### config.mk
export PLATFORM = sky130hd
export DESIGN_NAME = prime_implicant_finder_flat
export DESIGN_NICKNAME = d
export VERILOG_FILES = /design/src/hdl/pif_pkg.sv /design/src/hdl/pif_if.sv /design/src/hdl/prime_implicant_finder.sv /design/src/hdl/pif_prime_unit.sv /design/src/flat_wrapper.sv
export SDC_FILE = /design/constraint.sdc
export NUM_CORES = 1
export LEC_CHECK = 0
export ABC_AREA = 1
export BUFFER_PORTS_ARGS = -buffer_cell sky130_fd_sc_hd__clkbuf_2
export CAP_MARGIN = 15
export CORE_MARGIN = 10
export CORE_UTILIZATION = 40
export DETAILED_ROUTE_END_ITERATION = 6
export GPL_TIMING_DRIVEN = 0
export PLACE_DENSITY = 0.62
export RECOVER_POWER = 100
export SYNTH_ARGS = -nofsm -noshare
export SYNTH_HDL_FRONTEND = slang
export SYNTH_HIERARCHICAL = 1
export SYNTH_SLANG_ARGS = --single-unit
### constraint.sdc
create_clock -name clk -period 3.2 [get_ports clk]
set_input_delay 0.16 -clock clk [delete_from_list [all_inputs] [get_ports clk]]
set_output_delay 0.16 -clock clk [all_outputs]
set_load 0.05 [all_outputs]
### src/hdl/pif_pkg.sv
`timescale 1ns / 1ps
`default_nettype none

package pif_pkg;

  localparam int DEF_NUM_VARS = 4;
  localparam int MAX_VARS     = 4;
  localparam int CUBE_W       = 4;
  localparam int MINTERM_W    = 16;
  localparam int MASK_DEPTH   = 16;
  localparam int MAX_OUT      = 32;
  localparam int CNT_W        = 6;

  // List the don't-care masks of nv variables, fewest free bits first,
  // then ascending; unused tail entries stay zero
  function automatic logic [MASK_DEPTH-1:0][CUBE_W-1:0] mask_order(int nv);
    logic [MASK_DEPTH-1:0][CUBE_W-1:0] tbl;
    int idx;
    int ones;
    tbl = '0;
    idx = 0;
    for (int dc = 0; dc <= MAX_VARS; dc++) begin
      for (int m = 0; m < MASK_DEPTH; m++) begin
        ones = 0;
        for (int b = 0; b < CUBE_W; b++) begin
          ones = ones + ((m >> b) & 1);
        end
        if ((m < (1 << nv)) && (ones == dc)) begin
          tbl[idx[3:0]] = CUBE_W'(m);
          idx = idx + 1;
        end
      end
    end
    return tbl;
  endfunction

endpackage

`default_nettype wire

### src/hdl/pif_if.sv
`timescale 1ns / 1ps
`default_nettype none

// Minterm mask channel
interface pif_in_if
  import pif_pkg::*;
();
  logic                 valid;
  logic                 ready;
  logic [MINTERM_W-1:0] minterm_set;

  modport source (output valid, output minterm_set, input ready);
  modport sink   (input valid, input minterm_set, output ready);
endinterface

// Prime implicant channel
interface pif_out_if
  import pif_pkg::*;
();
  logic              valid;
  logic              ready;
  logic [CUBE_W-1:0] cube_value;
  logic [CUBE_W-1:0] cube_free_mask;
  logic              none_found;
  logic              last_result;

  modport source (output valid, output cube_value, output cube_free_mask,
                  output none_found, output last_result, input ready);
  modport sink   (input valid, input cube_value, input cube_free_mask,
                  input none_found, input last_result, output ready);
endinterface

`default_nettype wire

### src/hdl/prime_implicant_finder.sv
// Channel    Role    Payload
// minterms   sink    minterm_set[15:0]
// cubes      source  cube_value[3:0], cube_free_mask[3:0], none_found, last_result
//
// One cube per cycle goes through the shared prime test unit, in the order
// the results leave, while no prime waits for a stalled output. An empty
// on-set goes straight to a single none_found word. Each prime is held one
// step so the final one can carry last_result; a stalled output holds the
// scan. Reset is synchronous and clears control only.
`timescale 1ns / 1ps
`default_nettype none

module prime_implicant_finder
  import pif_pkg::*;
#(
  parameter int NUM_VARS = DEF_NUM_VARS
) (
  input  logic       clk,
  input  logic       rst,
  pif_in_if.sink     minterms,
  pif_out_if.source  cubes
);

  localparam int SPACE = 1 << NUM_VARS;
  localparam logic [CUBE_W-1:0] FULL = CUBE_W'(SPACE - 1);
  localparam logic [MASK_DEPTH-1:0][CUBE_W-1:0] MASK_ORDER = mask_order(NUM_VARS);

  localparam logic [1:0] ST_IDLE  = 2'd0;
  localparam logic [1:0] ST_SCAN  = 2'd1;
  localparam logic [1:0] ST_FLUSH = 2'd2;

  logic [1:0]          state;
  logic [SPACE-1:0]    onset;
  logic [NUM_VARS-1:0] rank;
  logic [CUBE_W-1:0]   cur_val;
  logic [CNT_W-1:0]    count;
  logic                pend_valid;
  logic [CUBE_W-1:0]   pend_val;
  logic [CUBE_W-1:0]   pend_mask;
  logic                pend_none;
  logic                out_valid;
  logic [CUBE_W-1:0]   out_val;
  logic [CUBE_W-1:0]   out_mask;
  logic                out_none;
  logic                out_last;

  logic [CUBE_W-1:0]   cur_mask;
  logic [CUBE_W:0]     step_sum;
  logic [CUBE_W-1:0]   val_next;
  logic                val_wrap;
  logic                last_cube;
  logic                is_prime;
  logic                in_acc;
  logic                out_free;
  logic                hit;
  logic                stall;
  logic                push;
  logic                flush;
  logic [SPACE-1:0]    new_onset;

  // Current cube: mask from the ordered table, value from the walk
  assign cur_mask  = MASK_ORDER[CUBE_W'(rank)];
  assign step_sum  = {1'b0, cur_val | cur_mask | ~FULL} + (CUBE_W+1)'(1);
  assign val_next  = step_sum[CUBE_W-1:0] & ~cur_mask & FULL;
  assign val_wrap  = step_sum[CUBE_W];
  assign last_cube = val_wrap && (rank == NUM_VARS'(SPACE - 1));

  pif_prime_unit #(
    .NUM_VARS (NUM_VARS)
  ) u_prime (
    .onset     (onset),
    .cube_val  (cur_val),
    .cube_mask (cur_mask),
    .is_prime  (is_prime)
  );

  assign new_onset = minterms.minterm_set[SPACE-1:0];
  assign in_acc    = minterms.valid && minterms.ready;
  assign out_free  = !out_valid || cubes.ready;
  assign hit       = (state == ST_SCAN) && is_prime;
  assign stall     = hit && pend_valid && !out_free;
  assign push      = hit && pend_valid && out_free;
  assign flush     = (state == ST_FLUSH) && out_free;

  // Sequencer, held prime and output register
  always_ff @(posedge clk) begin
    if (rst) begin
      state      <= ST_IDLE;
      pend_valid <= 1'b0;
      out_valid  <= 1'b0;
      count      <= '0;
    end else begin
      // Load the output from the held prime, or drop a taken word
      if (push || flush) begin
        out_valid <= 1'b1;
        out_val   <= pend_val;
        out_mask  <= pend_mask;
        out_none  <= pend_none;
        out_last  <= flush;
      end else if (cubes.ready) begin
        out_valid <= 1'b0;
      end

      unique case (state)
        ST_IDLE: begin
          if (in_acc) begin
            onset   <= new_onset;
            rank    <= '0;
            cur_val <= '0;
            count   <= '0;
            if (new_onset == '0) begin
              pend_valid <= 1'b1;
              pend_val   <= '0;
              pend_mask  <= '0;
              pend_none  <= 1'b1;
              state      <= ST_FLUSH;
            end else begin
              pend_valid <= 1'b0;
              state      <= ST_SCAN;
            end
          end
        end
        ST_SCAN: begin
          // Advance one cube unless a prime waits for the output
          if (!stall) begin
            cur_val <= val_next;
            if (val_wrap) begin
              rank <= rank + 1'b1;
            end
            if (hit) begin
              pend_valid <= 1'b1;
              pend_val   <= cur_val;
              pend_mask  <= cur_mask;
              pend_none  <= 1'b0;
              count      <= count + 1'b1;
            end
            if (last_cube || (hit && count == CNT_W'(MAX_OUT - 1))) begin
              state <= ST_FLUSH;
            end
          end
        end
        ST_FLUSH: begin
          if (out_free) begin
            pend_valid <= 1'b0;
            state      <= ST_IDLE;
          end
        end
        default: begin
          state <= ST_IDLE;
        end
      endcase
    end
  end

  assign minterms.ready       = (state == ST_IDLE);
  assign cubes.valid          = out_valid;
  assign cubes.cube_value     = out_val;
  assign cubes.cube_free_mask = out_mask;
  assign cubes.none_found     = out_none;
  assign cubes.last_result    = out_last;

endmodule

`default_nettype wire

### src/hdl/pif_prime_unit.sv
`timescale 1ns / 1ps
`default_nettype none

// Prime test of one cube against the on-set: the cube must be an implicant,
// and no single-variable expansion of it may be one.
module pif_prime_unit
  import pif_pkg::*;
#(
  parameter int NUM_VARS = DEF_NUM_VARS
) (
  input  logic [(1<<NUM_VARS)-1:0] onset,
  input  logic [CUBE_W-1:0]        cube_val,
  input  logic [CUBE_W-1:0]        cube_mask,
  output logic                     is_prime
);

  localparam int SPACE = 1 << NUM_VARS;
  localparam logic [CUBE_W-1:0] FULL = CUBE_W'(SPACE - 1);

  // True when every minterm under the cube is in the on-set
  function automatic logic covered(logic [SPACE-1:0] on, logic [CUBE_W-1:0] v,
                                   logic [CUBE_W-1:0] m);
    logic ok;
    logic [CUBE_W-1:0] kk;
    ok = 1'b1;
    for (int k = 0; k < SPACE; k++) begin
      kk = CUBE_W'(k);
      if (((kk & ~m & FULL) == v) && !on[k]) begin
        ok = 1'b0;
      end
    end
    return ok;
  endfunction

  // Check the cube, then try freeing each fixed variable
  always_comb begin : prime_chk
    logic [CUBE_W-1:0] bitv;
    is_prime = covered(onset, cube_val, cube_mask);
    for (int b = 0; b < NUM_VARS; b++) begin
      bitv = CUBE_W'(1) << b;
      if (!cube_mask[b] && covered(onset, cube_val & ~bitv, cube_mask | bitv)) begin
        is_prime = 1'b0;
      end
    end
  end

endmodule

`default_nettype wire

### src/flat_wrapper.sv
// flat-port wrapper written by rule: the top's interface ports become plain ports
module prime_implicant_finder_flat import pif_pkg::*;
#(
  parameter int NUM_VARS = DEF_NUM_VARS
)
  (clk, rst, minterms_valid, minterms_minterm_set, minterms_ready, cubes_valid, cubes_cube_value, cubes_cube_free_mask, cubes_none_found, cubes_last_result, cubes_ready);
  pif_in_if minterms_i ();
  pif_out_if cubes_i ();
  input  logic clk;
  input  logic rst;
  input wire logic [$bits(minterms_i.valid)-1:0] minterms_valid;
  input wire logic [$bits(minterms_i.minterm_set)-1:0] minterms_minterm_set;
  output wire logic [$bits(minterms_i.ready)-1:0] minterms_ready;
  output wire logic [$bits(cubes_i.valid)-1:0] cubes_valid;
  output wire logic [$bits(cubes_i.cube_value)-1:0] cubes_cube_value;
  output wire logic [$bits(cubes_i.cube_free_mask)-1:0] cubes_cube_free_mask;
  output wire logic [$bits(cubes_i.none_found)-1:0] cubes_none_found;
  output wire logic [$bits(cubes_i.last_result)-1:0] cubes_last_result;
  input wire logic [$bits(cubes_i.ready)-1:0] cubes_ready;
  assign minterms_i.valid = minterms_valid;
  assign minterms_i.minterm_set = minterms_minterm_set;
  assign minterms_ready = minterms_i.ready;
  assign cubes_valid = cubes_i.valid;
  assign cubes_cube_value = cubes_i.cube_value;
  assign cubes_cube_free_mask = cubes_i.cube_free_mask;
  assign cubes_none_found = cubes_i.none_found;
  assign cubes_last_result = cubes_i.last_result;
  assign cubes_i.ready = cubes_ready;
  prime_implicant_finder #(.NUM_VARS(NUM_VARS)) u_core (.clk(clk), .rst(rst), .minterms(minterms_i), .cubes(cubes_i));
endmodule
==> metrics.log <==
INFO  metric cell_types_with_the_largest_area_share_after_synthesis = sky130_fd_sc_hd__edfxtp_1, sky130_fd_sc_hd__nand2_1, sky130_fd_sc_hd__dfxtp_1
INFO  metric p_total = 0.00426 W
INFO  metric critical_path.endpoint_type = flop
INFO  metric crit_family = simple AND/OR/NAND/NOR gates
INFO  metric slowest_delay = 0.46 ns
INFO  metric viasPerCell = 5.00
INFO  metric synth_top_area_cell = sky130_fd_sc_hd__edfxtp_1
INFO  metric critPathMaxFanout = 8
INFO  metric worst_skew_pair.late_latency = 0.33 ns
INFO  metric route.met2.wl = 3.82 mm
INFO  metric async_flop_share = 0%
INFO  metric worst-setup-path-type = flop to flop
INFO  metric firstDrtPassIters = 5
INFO  metric effective_utilization_at_floorplan = 41.5%
INFO  metric status = complete, no violations
INFO  metric critical_path.slowest_cell = sky130_fd_sc_hd__edfxtp_1
INFO  metric setup_repair_after_global_routing_missed_its_margin = yes
INFO  metric ys.warnings.count = 6
INFO  metric timing.final.crit_period = 3.01 ns
INFO  metric htree_levels = 3
INFO  metric path_clk_slew = 0.07 ns
INFO  metric ys_types = 39
INFO  metric dominantRegCellSynth = sky130_fd_sc_hd__edfxtp_1
INFO  metric synthMostInstantiatedCell = sky130_fd_sc_hd__nand2_1
INFO  metric finalClockSkew = 0.00539 ns
INFO  metric synth.top_cell.area_share = 37.5%
INFO  metric utilization = 49.9%
INFO  metric globalRouteTotalUtil = 12.7%
INFO  metric first_global_vias = 2904
INFO  metric hold_path_end = u_core/onset[10]
INFO  metric cts-root-buf = sky130_fd_sc_hd__clkbuf_8
INFO  metric avgSynthCellArea = 8.03 um2
INFO  metric cell_area_after_synthesis = 0.00344 mm2
INFO  metric initialDrtViolationCount = 154
INFO  metric antenna_found_initial = 0
INFO  metric crit-reg2reg-launch = u_core/cur_val[1]
INFO  metric power_density = 1030 mW/mm2
INFO  metric hold_crit_path_type = input pin to flop
INFO  metric timing.max_cap.violations = 0
INFO  metric grt_first_pass_wirelength = 13.4 mm
INFO  metric drt_drc_violations_left = 0
INFO  metric maxUsedRoutingLayer = met4
INFO  metric ys_top_cells_by_count = sky130_fd_sc_hd__nand2_1, sky130_fd_sc_hd__inv_1, sky130_fd_sc_hd__nand3_1, sky130_fd_sc_hd__nor2_1, sky130_fd_sc_hd__edfxtp_1
INFO  metric fp.dieH = 113 um
INFO  metric timing.slew.headroom = 53.0%
INFO  metric dp_hpwl = 5.95 mm
INFO  metric n_diodes = 0
INFO  metric critical_path_buf_inv_count = 2
INFO  metric num_rows = 33
INFO  metric buffer_ports.inserted = 30
INFO  metric period_share = 94.0%
INFO  metric synth-edff-count = 43
INFO  metric timing.reg2reg.worst_path_depth = 18
INFO  metric finalSetupTns = 0 ns
INFO  metric layout-drive-gt1-share = 17.4%
INFO  metric worst_pin_slew = 0.702 ns
INFO  metric power.static_leakage = 1.86 nW
INFO  metric finalHoldWorstSlack = 0.0266 ns
INFO  metric clock_path_buffers = 2
INFO  metric final_cell_count_without_fillers = 598
INFO  metric hold_path_startpoint = minterms_minterm_set[10]
INFO  metric path_cells = buf_4 > nor2_1 > o21ai_0 > a21oi_1 > nor2_1 > nand3_1 > nand3_1 > nor2_4 > nand3_4 > o21ai_4 > nor2_8 > nand3_1 > nand2_4 > ha_1 > inv_1 > nand3_1 > nand3_1 > nand2_1
INFO  metric grt_start_max_net_pins = 13
INFO  metric overall_die_width = 113 um
INFO  metric layout-area-overhead-vs-synth = 20.1%
INFO  metric number_of_cts_inserted_buffers = 9
INFO  metric syn-instance-count = 429
INFO  metric placed_cells = 565
INFO  metric grt_overflow_total = 0
INFO  metric fp.coreArea = 0.00830 mm2
INFO  metric io_pins = 32
INFO  metric design.die.area = 0.0127 mm2
INFO  metric met3_length = 516 um
INFO  metric vdd_ir_drop_max = 0.402 mV
INFO  metric tritoncts = yes
INFO  metric crit_arrival = 3.24 ns
INFO  metric final-hold-violation-count = 0
INFO  metric start_kind = flop
INFO  metric routed_metal_1_wirelength = 3.60 mm
INFO  metric critical_path_required = 3.43 ns
INFO  metric r2r-end = u_core/cur_mask[0]
INFO  metric max_freq = 0.332 GHz
INFO  metric fillerInstances = 786
INFO  metric slew_viol_final = 0
INFO  metric report.final.setup_viol = 0
INFO  metric synth-seq-cells = 57
INFO  metric synthesis.nets = 463
INFO  metric detail_route.wirelength = 8.06 mm
INFO  metric detailed_route_via_count = 2989
INFO  metric num-nets-final = 522
INFO  metric timing.hold.worst_path_depth = 1
INFO  metric numClockSinks = 57
INFO  metric reg2reg_slack = 0.19 ns
INFO  metric wl_per_cell = 13.5 um
INFO  metric top_cell_by_count_worst_path = sky130_fd_sc_hd__nand3_1
INFO  metric seq_area_frac_synth = 45.6%
INFO  metric antenna_left = 0
INFO  metric place_congestion = 0.967
## repair_timing
| item | 4_1_cts | 5_1_grt |
|---|---|---|
| gates resized for setup | 4 | 15 |
| setup endpoints to repair | 23 | 23 |
| hold buffers | 0 | 2 |
| cloned | 0 | 1 |
| endpoints found under the hold margin | 0 | 2 |
| setup buffers | 2 | 12 |
| pin swaps | 0 | 5 |
## logic make-up after synthesis
family,count (synthesis),synth area share (%)
AND/OR/NAND/NOR,245,33.3
AO/OA/AOI/OAI,40,6.87
adder cells (fa/ha/maj),14,5.09
flip-flops,57,45.6
buffers and inverters,71,8.64
XOR/XNOR,2,0.509
## worst register-to-register path, stage by stage (launching register included)
cell                       delay, ns
sky130_fd_sc_hd__edfxtp_1       0.46
sky130_fd_sc_hd__buf_4          0.20
sky130_fd_sc_hd__nor2_1         0.24
sky130_fd_sc_hd__o21ai_0        0.14
sky130_fd_sc_hd__a21oi_1        0.20
sky130_fd_sc_hd__nor2_1         0.06
sky130_fd_sc_hd__nand3_1        0.07
sky130_fd_sc_hd__nand3_1        0.11
sky130_fd_sc_hd__nor2_4         0.20
sky130_fd_sc_hd__nand3_4        0.12
sky130_fd_sc_hd__o21ai_4        0.23
sky130_fd_sc_hd__nor2_8         0.09
sky130_fd_sc_hd__nand3_1        0.12
sky130_fd_sc_hd__nand2_4        0.10
sky130_fd_sc_hd__ha_1           0.30
sky130_fd_sc_hd__inv_1          0.06
sky130_fd_sc_hd__nand3_1        0.07
sky130_fd_sc_hd__nand3_1        0.08
sky130_fd_sc_hd__nand2_1        0.05
## state kept, by name (all words and copies together), names as in the netlist
signal                       cells
u_core/onset                    16
u_core/count                     6
u_core/cubes.cube_free_mask      4
u_core/cubes.cube_value          4
u_core/cur_mask                  4
u_core/cur_val                   4
u_core/pend_mask                 4
u_core/pend_val                  4
u_core/rank                      4
u_core/state                     2
u_core/cubes.last_result         1
u_core/cubes.none_found          1
u_core/cubes.valid               1
u_core/pend_none                 1
u_core/pend_valid                1
## power by group
part           switching [W]  leakage, nW  internal [W]
Combinational        0.00149         1.22      0.000758
Sequential          0.000136        0.514       0.00102
Clock               0.000322        0.124      0.000525
Total                0.00195         1.86       0.00230
## through the flow
step | instance area [um2] | setup slack, ns
global placement | 3730 | -0.579
floorplan | 3440 | 0.151
CTS | 4020 | 0.0610
global route | 4140 | -0.0490
detailed placement | 3740 | -0.615
finish | 4140 | 0.192
## layer usage
| metal | up-vias | global-route usage, % |
|---|---|---|
| met5 | - | 0 |
| met4 | 0 | 4.74 |
| met3 | 11 | 4.01 |
| met2 | 83 | 20.0 |
| met1 | 1370 | 16.0 |
| li1 | 1525 | - |
## layout by cell type (no fill, tap or decap), types with 3 or more instances in the layout
| cell type | count |
|---|---|
| sky130_fd_sc_hd__edfxtp_1 | 43 |
| sky130_fd_sc_hd__nand3_4 | 3 |
| sky130_fd_sc_hd__nand2_2 | 8 |
| sky130_fd_sc_hd__nor2_2 | 5 |
| sky130_fd_sc_hd__bufinv_16 | 3 |
| sky130_fd_sc_hd__nand4_1 | 6 |
| sky130_fd_sc_hd__inv_2 | 8 |
| sky130_fd_sc_hd__o21ai_0 | 18 |
| sky130_fd_sc_hd__clkbuf_8 | 9 |
| sky130_fd_sc_hd__clkbuf_2 | 4 |
| sky130_fd_sc_hd__ha_1 | 14 |
| sky130_fd_sc_hd__nor3_1 | 3 |
| sky130_fd_sc_hd__nand3_1 | 51 |
| sky130_fd_sc_hd__buf_4 | 15 |
| sky130_fd_sc_hd__dfxtp_1 | 13 |
| sky130_fd_sc_hd__clkbuf_1 | 28 |
| sky130_fd_sc_hd__nand2_1 | 104 |
| sky130_fd_sc_hd__nor2_4 | 5 |
| sky130_fd_sc_hd__inv_1 | 56 |
| sky130_fd_sc_hd__o21ai_1 | 4 |
| sky130_fd_sc_hd__a21oi_1 | 12 |
| sky130_fd_sc_hd__nand2_4 | 3 |
| sky130_fd_sc_hd__nor2_1 | 46 |
## worst max-delay path by stage
stage / startpoint / end / cells past startpoint
after floorplan: u_core/cur_val[2] / u_core/pend_mask[0] / 15
after CTS: u_core/cur_val[1] / u_core/cur_mask[0] / 17
after global routing: u_core/cur_val[1] / u_core/cur_mask[0] / 20
final: u_core/cur_val[1] / u_core/cur_mask[0] / 18
after detailed placement: u_core/cur_val[2] / u_core/pend_mask[0] / 15
after global placement: u_core/cur_val[2] / u_core/pend_val[3] / 15
## final cells by class
class / instances / area, um2 / share of cell area [%]
Clock inverter: 7 / 125 / 3.02
Timing Repair Buffer: 47 / 254 / 6.14
Timing Repair inverter: 1 / 5.00 / 0.121
Sequential cell: 57 / 1570 / 38.0
Multi-Input combinational cell: 301 / 1640 / 39.5
Buffer: 5 / 31.3 / 0.756
Clock buffer: 9 / 124 / 2.99
Tap cell: 105 / 131 / 3.18
Inverter: 66 / 259 / 6.26
(Power assumes the default switching activity.)
